<file path="src/hdl/cra_pkg.sv">
// ----------------------------------------------------------------------------
// cra_pkg
// Types and codes shared by the contiguous ring allocator modules.
// ----------------------------------------------------------------------------
`default_nettype none

package cra_pkg;

  localparam int CAP_W = 17;  // capacity, sizes and free counts
  localparam int POS_W = 18;  // unwrapped tail position
  localparam int OFS_W = 16;

  localparam logic [1:0] FUNC_ALLOC   = 2'd0;
  localparam logic [1:0] FUNC_RELEASE = 2'd1;
  localparam logic [1:0] FUNC_CLEAR   = 2'd2;

  localparam logic [CAP_W-1:0] CAP_RESET = 17'd65536;

  typedef struct packed {
    logic [1:0]       func;
    logic [CAP_W-1:0] size;
  } req_t;

  typedef struct packed {
    logic             status;
    logic [OFS_W-1:0] offset;
    logic [CAP_W-1:0] free_total;
    logic [CAP_W-1:0] free_contiguous;
  } rsp_t;

  typedef struct packed {
    logic [CAP_W-1:0] head_pos;
    logic [POS_W-1:0] tail_pos;
    logic [CAP_W-1:0] ring_end;
  } ring_state_t;

endpackage

`default_nettype wire

</file>
<file path="src/hdl/cra_step.sv">
// ----------------------------------------------------------------------------
// cra_step
// Next ring state and result for one request, combinational.
// ----------------------------------------------------------------------------
`default_nettype none

module cra_step (
  input  cra_pkg::req_t        req,
  input  cra_pkg::ring_state_t st,
  input  logic [16:0]          eff_cap,
  output cra_pkg::ring_state_t st_next,
  output cra_pkg::rsp_t        rsp
);
  import cra_pkg::*;

  logic [POS_W-1:0] h, t, e, sz, cap;
  logic [POS_W-1:0] nh, nt, ne, hs, ofs;
  logic [POS_W-1:0] over, gap;
  logic             wrapped, ok;
  logic [POS_W-1:0] top, over_n, v;
  logic [POS_W:0]   tot, run;

  always_comb begin
    h       = {1'b0, st.head_pos};
    t       = st.tail_pos;
    e       = {1'b0, st.ring_end};
    sz      = {1'b0, req.size};
    cap     = {1'b0, eff_cap};
    nh      = h;
    nt      = t;
    ne      = e;
    hs      = h + sz;
    ofs     = '0;
    ok      = 1'b0;
    wrapped = (t >= e);
    over    = t - e;
    gap     = e - t;
    case (req.func)
      FUNC_ALLOC: begin
        if (!wrapped) begin
          if (gap >= sz) begin
            ok  = 1'b1;
            ofs = t;
            nt  = t + sz;
          end else if (h != t) begin
            // lower the ring end to the tail and try the gap below the head
            ne = t;
            if (sz <= h) begin
              ok = 1'b1;
              nt = t + sz;
            end
          end
        end else if (h >= over && (h - over) >= sz) begin
          ok  = 1'b1;
          ofs = over;
          nt  = t + sz;
        end
      end
      FUNC_RELEASE: begin
        if ((t - h) >= sz) begin
          ok = 1'b1;
          if (hs == t) begin
            nh = '0;
            nt = '0;
            ne = cap;
          end else if (hs >= e) begin
            // head has crossed the ring end: unwrap
            nh = hs - e;
            nt = t - e;
            ne = cap;
          end else begin
            nh = hs;
          end
        end
      end
      FUNC_CLEAR: begin
        ok = 1'b1;
        nh = '0;
        nt = '0;
        ne = cap;
      end
      default: begin
        ok = 1'b0;
      end
    endcase
  end

  always_comb begin
    top    = (cap > nt) ? cap - nt : '0;
    over_n = nt - ne;
    v      = (nh > over_n) ? nh - over_n : '0;
    if (nt < ne) begin
      tot = {1'b0, top} + {1'b0, nh};
      run = (top > nh) ? {1'b0, top} : {1'b0, nh};
    end else begin
      tot = {1'b0, v};
      run = {1'b0, v};
    end
  end

  assign st_next.head_pos    = nh[CAP_W-1:0];
  assign st_next.tail_pos    = nt;
  assign st_next.ring_end    = ne[CAP_W-1:0];
  assign rsp.status          = ~ok;
  assign rsp.offset          = ok ? ofs[OFS_W-1:0] : '0;
  assign rsp.free_total      = tot[CAP_W-1:0];
  assign rsp.free_contiguous = run[CAP_W-1:0];

endmodule

`default_nettype wire

</file>
<file path="src/hdl/contiguous_ring_allocator_core.sv">
// ----------------------------------------------------------------------------
// contiguous_ring_allocator_core
// Ring allocator handing out contiguous blocks, released in FIFO order.
// ----------------------------------------------------------------------------
// A request is taken in every cycle (busy stays low); it is registered in the
// request register, then passes through the update logic into the result
// register and the ring state, where its result appears with done. done lasts a
// single cycle and cannot be held off. cfg_ready is always high; a capacity
// write empties the ring and may only be issued while no request is in
// flight. The usable capacity is the written value limited to 2^ADDR_BITS.
`default_nettype none

module contiguous_ring_allocator_core #(
  parameter int ADDR_BITS = 16
) (
  input  logic          clk,
  input  logic          rst,
  input  logic          start,
  output logic          busy,
  input  cra_pkg::req_t req,
  output logic          done,
  output cra_pkg::rsp_t rsp,
  input  logic          cfg_valid,
  output logic          cfg_ready,
  input  logic [16:0]   cfg_data
);
  import cra_pkg::*;

  localparam logic [POS_W-1:0] CAP_LIM =
    (ADDR_BITS >= CAP_W) ? POS_W'(1 << CAP_W) : POS_W'(1 << ADDR_BITS);

  function automatic logic [CAP_W-1:0] limit_cap(input logic [CAP_W-1:0] c);
    logic [POS_W-1:0] cx;
    cx = {1'b0, c};
    limit_cap = (cx < CAP_LIM) ? c : CAP_LIM[CAP_W-1:0];
  endfunction

  logic [CAP_W-1:0] capacity;
  ring_state_t      ring;
  ring_state_t      ring_next;
  logic             req_valid;
  req_t             req_q;
  rsp_t             rsp_next;
  logic             cfg_write;

  assign busy      = 1'b0;
  assign cfg_ready = 1'b1;
  assign cfg_write = cfg_valid & cfg_ready;

  cra_step u_step (
    .req     (req_q),
    .st      (ring),
    .eff_cap (limit_cap(capacity)),
    .st_next (ring_next),
    .rsp     (rsp_next)
  );

  always_ff @(posedge clk) begin
    if (rst) begin
      req_valid <= 1'b0;
    end else begin
      req_valid <= start & ~busy;
    end
    req_q <= req;
  end

  always_ff @(posedge clk) begin
    if (rst) begin
      capacity      <= CAP_RESET;
      ring.head_pos <= '0;
      ring.tail_pos <= '0;
      ring.ring_end <= limit_cap(CAP_RESET);
      done          <= 1'b0;
    end else begin
      done <= req_valid;
      if (cfg_write) begin
        capacity      <= cfg_data;
        ring.head_pos <= '0;
        ring.tail_pos <= '0;
        ring.ring_end <= limit_cap(cfg_data);
      end else if (req_valid) begin
        ring <= ring_next;
      end
    end
    if (req_valid) begin
      rsp <= rsp_next;
    end
  end

endmodule

`default_nettype wire

</file>
<file path="config.mk">
export PLATFORM = sky130hd
export DESIGN_NAME = contiguous_ring_allocator_core
export DESIGN_NICKNAME = d
export VERILOG_FILES = /design/src/hdl/cra_pkg.sv /design/src/hdl/cra_step.sv /design/src/hdl/contiguous_ring_allocator_core.sv
export SDC_FILE = /design/constraint.sdc
export NUM_CORES = 1
export LEC_CHECK = 0
export ABC_AREA = 0
export BUFFER_PORTS_ARGS = -buffer_cell sky130_fd_sc_hd__buf_4
export CORE_MARGIN = 5
export CORE_UTILIZATION = 25
export DETAILED_ROUTE_END_ITERATION = 12
export PLACE_DENSITY = 0.49
export SLEW_MARGIN = 20
export SYNTH_ARGS = -nofsm -noshare
export SYNTH_HDL_FRONTEND = slang
export SYNTH_SLANG_ARGS = --single-unit
</file>
<file path="constraint.sdc">
create_clock -name clk -period 13.8 [get_ports clk]
set_input_delay 0 -clock clk [delete_from_list [all_inputs] [get_ports clk]]
set_output_delay 0 -clock clk [all_outputs]
set_load 0.1 [all_outputs]
</file>
==> qor.yml, run 1 <==
power_and_ir_drop:
  clockPowerShare_pct: 16.0
  switching_share_pct: 51.6
  pwr-share-seq_pct: 17.5
  leakage_nw: 9.40
  p_switching_mw: 1.56
  ir_drop_mv: 0.109
  powerDensity_mw_per_mm2: 133
  power.internal_mw: 1.46
  combPwrFrac_pct: 66.6
logic_synthesis:
  yosysSeqAreaShare_pct: 17.2
  yosysWarningCount: 0
  synthArstFlopShare_pct: 0
  yosysUniqueCellTypes: 103
  ys_seq_elements: 141
  avgSynthCellArea_um2: 7.88
  syn_inst: 2454
  netlist_area_mm2: 0.0193
  synth_edf_count: 51
  ys.flop_type: "dfxtp_1"
detailed_routing:
  drt_iter0_drc: 2357
  drt_wl_total_mm: 89.6
  met1_length_mm: 39.4
  route.met2.wl_mm: 38.5
  drtPass1Iterations: 7
  drc: 0
  vias: 20300
  top_layer_used: "met4"
  vias_per_cell: 5.58
  wl_met3_mm: 6.98
  final_antenna_net_count: 0
  wl_per_cell_um: 24.7
clock_network:
  clk_latency_ns: 0.50
  root_buffer: "clkbuf_16"
  cts_buffer_depth: 2
  cts_tree: "built"
  path_clk_slew_ns: 0.06
  htree_levels: 4
  post_cts_buffers: 0
  cts_made_buffers: 17
  clkSinkCount: 141
grt:
  grt.total_usage_pct: 21.0
  antenna_found_initial: 0
  grt_max_degree: 67
  gr-total-overflow: 0
  grt_pass1_vias: 19200
  grt_pass1_wl_mm: 130
worst_setup_path:
  r2r_end: "rsp[32]"
  crit_required_ns: 14.04
  crit_fanout: 19
  slowest_delay_ns: 0.56
  r2r_cells: 53
  cp-start-kind: "flip-flop"
  worstSetupPathType: "flip-flop to flip-flop"
  critPathCaptureType: "flip-flop"
  cp_slowest_cell: "or4b_4"
  path_depth: 53
  rr_startpoint: "ring[0]"
  path_buf_inv: 4
  path_delay_family: "compound AO/OA/AOI/OAI gates"
  cp.arrival_ns: 13.21
  r2r_slack_ns: 0.83
placement:
  port_buffers: 91
  dpl.hpwl_mm: 71.7
  placedInstanceArea_mm2: 0.0212
  gp_congestion: 0.984
hold_path:
  min_path_type: "input pin to flip-flop"
  min_path_cells: 2
  worstHoldStart: "req[2]"
  hold_end: "req_q[2]"
floorplan:
  boundaryPins: 94
  start_util_pct: 25.1
  dieArea_mm2: 0.0830
  core_mm2: 0.0771
  fp.dieH_um: 288
  die_w_um: 288
  fp-row-count: 102
final_layout:
  final_nets: 2896
  area_growth_pct: 16.8
  multiInputGateArea_mm2: 0.0149
  fin_area_mm2: 0.0226
  regArea_mm2: 0.00334
  layout-drive-gt1-share_pct: 9.66
  nFillCells: 8381
  num_antenna_cells: 0
  final_core_util_pct: 29.3
timing:
  worstMarginPinSlew_ns: 1.10
  finalCritPeriodShare_pct: 94.0
  whs_ns: 0.141
  timing.fmax_mhz: 77.1
  final.min_clock_period_ns: 12.97
  hold_viol: 0
  finalClockSkew_ns: 0.0245
  finalSetupTns_ns: 0
  setup_viol: 0
  slew_headroom_pct: 25.7
  slew_viol_final: 0
  rsz0062_at_grt: "true"
status:
  outcome: "completed"
job:
  cap_viol_max_count: 0
## power by group through the flow
stage / clock, mW / combinational (mW) / sequential (mW)
final: 0.481 / 2.01 / 0.526
after detailed placement: 0 / 1.94 / 0.535
after global routing: 0.506 / 2.17 / 0.530
after floorplan: 0 / 1.24 / 0.704
after global placement: 0 / 1.95 / 0.536
after CTS: 0.496 / 1.97 / 0.527
## layout by cell type, fill, tap and decap left out, types with 11 or more instances in the layout
cell | Yosys | routed
and3_1 | 25 | 25
o311ai_1 | 17 | 17
nor3_1 | 48 | 43
mux2i_1 | 30 | 30
fa_1 | 11 | 11
a2111oi_0 | 13 | 13
xnor2_1 | 108 | 108
nand3_1 | 42 | 42
a211oi_1 | 41 | 41
a31oi_1 | 21 | 21
a22oi_1 | 21 | 21
ha_1 | 269 | 269
o211ai_1 | 21 | 21
dlygate4sd3_1 | 0 | 72
nand2_1 | 178 | 178
xor2_1 | 58 | 58
clkbuf_16 | 0 | 18
a221oi_1 | 33 | 32
a221o_1 | 44 | 44
or2_2 | 13 | 13
nand4_1 | 21 | 21
buf_4 | 7 | 140
a21oi_1 | 165 | 165
inv_1 | 177 | 177
or3_1 | 25 | 25
nand2b_1 | 35 | 35
edfxtp_1 | 51 | 51
nor2_1 | 217 | 217
o21ai_0 | 118 | 118
dfxtp_1 | 90 | 89
and2_1 | 22 | 22
o21bai_1 | 30 | 30
o21a_1 | 40 | 40
a21o_1 | 45 | 45
nor2b_1 | 55 | 55
a31o_2 | 11 | 11
nor4_1 | 38 | 38
## state kept, by name, indices dropped and copies added, names as in the netlist
register	cells
ring	52
rsp	51
req_q	19
capacity	17
done	1
req_valid	1
## through the flow
| stage | power, mW | setup WS (ns) | std cells |
|---|---|---|---|
| after floorplan | 1.95 | 1.77 | 2455 |
| after global placement | 2.49 | 1.07 | 3525 |
| after detailed placement | 2.47 | 0.831 | 3525 |
| after CTS | 2.99 | 0.759 | 3629 |
| after global routing | 3.21 | -0.0230 | 3629 |
| final | 3.01 | 0.830 | 3629 |
## cell type report
class	count	share of cell area (%)
tap	1040	5.76
multi-input combinational	2027	66.1
clock buffer	23	2.18
sequential	141	14.8
clock inverter	9	0.377
inverter	177	2.94
timing repair buffer	212	7.84
## worst max-delay path by stage
stage	from	end	slack, ns
after floorplan	ring[17]	rsp[32]	1.77
after global placement	ring[0]	rsp[33]	1.07
after detailed placement	ring[1]	rsp[33]	0.83
after CTS	ring[1]	rsp[33]	0.76
after global routing	ring[1]	rsp[33]	-0.02
final	ring[0]	rsp[32]	0.83
## cell usage after synthesis (42+ instances only)
cell,instances,share of area [%]
ha_1,269,17
nor2_1,217,4.2
nand2_1,178,3.5
inv_1,177,3.4
a21oi_1,165,4.3
o21ai_0,118,3.1
xnor2_1,108,4.9
dfxtp_1,90,9.3
clkbuf_1,71,1.4
xor2_1,58,2.6
nor2b_1,55,1.8
edfxtp_1,51,7.9
nor3_1,48,1.2
a21o_1,45,1.7
a221o_1,44,2.3
nand3_1,42,1.1
## repair_timing
item	CTS	global route
resized for setup	0	8
setup endpoints to repair	0	10
hold endpoints to repair	47	0
hold buffers	72	0
## routing by layer
| metal | GRT usage (%) | up-vias |
|---|---|---|
| li1 | - | 9372 |
| met1 | 28.8 | 9687 |
| met2 | 32.1 | 1006 |
| met3 | 3.26 | 202 |
| met4 | 10.1 | 0 |
| met5 | 0 | - |
## cell families (layout without fill, tap and decap cells)
logic type | Yosys count | count (layout) | share of synthesized area [%]
AO/OA/AOI/OAI | 770 | 770 | 28.6
AND/OR/NAND/NOR | 764 | 764 | 19.6
adder cells (fa/ha/maj) | 288 | 288 | 19.0
buffers and inverters | 287 | 421 | 5.96
XOR/XNOR | 169 | 169 | 7.84
flip-flops | 141 | 141 | 17.2
multiplexers | 33 | 33 | 1.73
other | 2 | 3 | 0.0388
(Power assumes the default switching activity.)
==> inputs of run 2 (changes only) <==
Settings changed: SYNTH_HIERARCHICAL set to 1.
==> qor.yml, run 2 <==
timing:
  worstMarginPinSlew_ns: 1.14  # was 1.10 ns
  whs_ns: 0.129  # was 0.141 ns
  finalCritPeriodShare_pct: 94.0  # about the same
  rsz0062_at_grt: "false"  # was true
  timing.fmax_mhz: 77.1  # about the same
  setup_viol: 0  # unchanged
  hold_viol: 0  # unchanged
  slew_headroom_pct: 21.7  # was 25.7%
  worst_slack_ns: 0.827  # was 0.830 ns
  finalSetupTns_ns: 0  # unchanged
  final.min_clock_period_ns: 12.97  # about the same
  slew_viol_final: 0  # unchanged
  finalClockSkew_ns: 0.0170  # was 0.0245 ns
status:
  outcome: "completed"  # unchanged
detailed_routing:
  vias: 18500  # was 20300
  vias_per_cell: 5.37  # was 5.58
  drt_wl_total_mm: 81.8  # was 89.6 mm
  wl_per_cell_um: 23.8  # was 24.7 um
  final_antenna_net_count: 0  # unchanged
  drc: 0  # unchanged
  drt_iter0_drc: 1868  # was 2357
  drtPass1Iterations: 6  # was 7
worst_setup_path:
  cp_slowest_cell: "dfxtp_1"  # was or4b_4
  slowest_delay_ns: 0.44  # was 0.56 ns
  critPathCaptureType: "flip-flop"  # unchanged
  startpoint: "ring[1]"  # was ring[0]
  r2r_slack_ns: 0.83  # about the same
  crit_fanout: 12  # was 19
  cp.arrival_ns: 13.29  # was 13.21 ns
  r2r_cells: 57  # was 53
  worstSetupPathType: "flip-flop to flip-flop"  # unchanged
  critPathMostFrequentCell: "o21ai_0"
  cp-start-kind: "flip-flop"  # unchanged
  rr_startpoint: "ring[1]"  # was ring[0]
  r2r_end: "rsp[2]"  # was rsp[32]
  crit_required_ns: 14.11  # was 14.04 ns
logic_synthesis:
  synth_fp_nets: 2682
  yosysWarningCount: 6  # was 0
  yosysSeqAreaShare_pct: 17.7  # was 17.2%
  synth-xor-area-share_pct: 7.63  # was 7.84%
  synth_common_cells: "ha_1, nor2_1, inv_1"  # was ha_1, nor2_1, nand2_1
  ys_seq_elements: 141  # unchanged
  synth_top_family_by_area: "compound AO/OA/AOI/OAI gates"  # unchanged
  synth-compound-area-share_pct: 26.5  # was 28.6%
  yosysTopAreaCellShare_pct: 18.5  # was 17.4%
  avgSynthCellArea_um2: 8.00  # was 7.88 um2
  synthAdderAreaFrac_pct: 19.6  # was 19.0%
  netlist_area_mm2: 0.0188  # was 0.0193 mm2
  synthSimpleGateAreaFrac_pct: 18.3  # was 19.6%
  ys.flop_type: "dfxtp_1"  # unchanged
  yosys.cell_count.top_type: "ha_1"  # unchanged
  synth.area.top_cells: "ha_1, dfxtp_1, edfxtp_1, xnor2_1, nor2_1"  # was ha_1, dfxtp_1, edfxtp_1, xnor2_1, a21oi_1
  synthArstFlopShare_pct: 0  # unchanged
  yosys.area.top_type: "ha_1"  # unchanged
  synth_edf_count: 51  # unchanged
  yosysUniqueCellTypes: 91  # was 103
  muxShareOfSynthArea_pct: 3.80  # was 1.73%
  syn_inst: 2353  # was 2454
hold_path:
  worstHoldStart: "cfg_valid"  # was req[2]
  hold_end: "capacity[1]"  # was req_q[2]
  min_path_cells: 3  # was 2
  min_path_type: "input pin to flip-flop"  # unchanged
placement:
  placedCellCount: 3353  # was 3525
  pre_cts_ws_ns: 0.572  # was 0.831 ns
  dpl.hpwl_mm: 67.2  # was 71.7 mm
  gp_congestion: 0.966  # was 0.984
  port_buffers: 91  # unchanged
final_layout:
  stdcell_count: 3439  # was 3629
  largest_reg_flops: 52  # unchanged
  final_nets: 2785  # was 2896
  regMostFlops: "ring"  # unchanged
  mostFrequentLayoutCells: "ha_1, nor2_1, inv_1, a21oi_1, buf_4"  # was ha_1, nor2_1, nand2_1, inv_1, a21oi_1
  reg_top3: "ring: 52 flops, rsp: 51 flops, req_q: 19 flops"  # unchanged
  final_common_cell: "ha_1"  # unchanged
  layout-drive-gt1-share_pct: 8.51  # was 9.66%
  area_growth_pct: 15.5  # was 16.8%
clock_network:
  post_cts_buffers: 0  # unchanged
  path_clk_slew_ns: 0.07  # was 0.06 ns
  clk_latency_ns: 0.50  # about the same
  cts_made_buffers: 17  # unchanged
  cts_buffer_depth: 2  # unchanged
  cts_tree: "built"  # unchanged
  root_buffer: "clkbuf_16"  # unchanged
  clkSinkCount: 141  # unchanged
  htree_levels: 4  # unchanged
floorplan:
  fp.dieH_um: 284  # was 288 um
  core_mm2: 0.0746  # was 0.0771 mm2
  start_util_pct: 25.3  # was 25.1%
  die_w_um: 284  # was 288 um
  boundaryPins: 94  # unchanged
  dieArea_mm2: 0.0809  # was 0.0830 mm2
  fp-row-count: 100  # was 102
grt:
  grt_pass1_vias: 17600  # was 19200
  gr-total-overflow: 0  # unchanged
  grt.total_usage_pct: 19.4  # was 21.0%
  grt_max_degree: 75  # was 67
  antenna_found_initial: 0  # unchanged
  grt_pass1_wl_mm: 119  # was 130 mm
job:
  cap_viol_max_count: 0  # unchanged
power_and_ir_drop:
  leakage_nw: 9.52  # was 9.40 nW
  p_total_mw: 2.32  # was 3.01 mW
  powerDensity_mw_per_mm2: 107  # was 133 mW/mm2
  ir_drop_mv: 0.0965  # was 0.109 mV
## run 2: cell types whose count changed after synthesis, moves of 20 or more
cell	before	now
mux2i_1	30	67
nand2b_1	35	58
nor4_1	38	8
a21o_1	45	72
a22oi_1	21	41
nand2_1	178	111
## run 2: metal layers
| layer | wire, um | share of wire [%] | vias up | global-route usage, % |
|---|---|---|---|---|
| li1 | - | - | 8851 | - |
| met1 | 37700 | 46 | 8894 | 26.8 |
| met2 | 36700 | 45 | 629 | 30.9 |
| met3 | 4360 | 5.3 | 99 | 2.51 |
| met4 | 3050 | 3.7 | 0 | 7.57 |
| met5 | 0 | 0 | - | 0 |
## run 2: critical path, delay by kind of cell (launching register included)
| family | cells | cell delay, ns |
|---|---|---|
| and+or+nand+nor | 15 | 2.86 |
| buffers and inverters | 4 | 0.59 |
| adders and majority gates | 6 | 1.97 |
| AOI/OAI and AO/OA | 30 | 6.56 |
| DFF | 1 | 0.44 |
| xor gates and xnor gates | 2 | 0.36 |
## run 2: where the power goes
group	internal [mW]	total, mW	leakage (nW)	switching (mW)
combinational	0.454	1.32	7.98	0.862
clock	0.275	0.499	0.302	0.224
sequential	0.478	0.508	1.24	0.0297
total	1.21	2.32	9.52	1.12
## run 2: timing repair
action                     CTS  global route
setup endpoints to repair    0            21
hold buffers                53             0
resized for setup            0             5
hold endpoints to repair    54             0
## run 2: area by class of cell
type                            instances  area [um2]
Tap cell                              969        1210
Clock inverter                         12         120
Multi-Input combinational cell       1934       14400
Timing Repair Buffer                  189        1550
Clock buffer                           20         483
Antenna cell                            1        2.50
Sequential cell                       141        3340
Inverter                              173         649
Fill cell                            8039       52800
## run 2: through the flow
stage / util (%) / area (um2)
4_1_cts: 29.1 / 21700
3_3_place_gp: 27.6 / 20600
3_5_place_dp: 27.6 / 20600
6_report: 29.2 / 21700
5_1_grt: 29.2 / 21700
2_1_floorplan: - / 18800
## run 2: kinds of logic (layout without fill, tap and decap cells)
family | after synthesis | in the layout
AO/OA/AOI/OAI | 725 | 725
AND/OR/NAND/NOR | 685 | 685
adder cells (fa/ha/maj) | 289 | 289
buffers and inverters | 278 | 394
XOR/XNOR | 161 | 161
flip-flops | 141 | 141
multiplexers | 71 | 71
other | 3 | 4
## run 2: how the worst max path moves through the flow
| stage | to | cells after the start |
|---|---|---|
| floorplan | rsp[33] | 56 |
| global placement | rsp[33] | 57 |
| detailed placement | rsp[2] | 57 |
| CTS | rsp[2] | 57 |
| global route | rsp[6] | 58 |
| finish | rsp[2] | 57 |
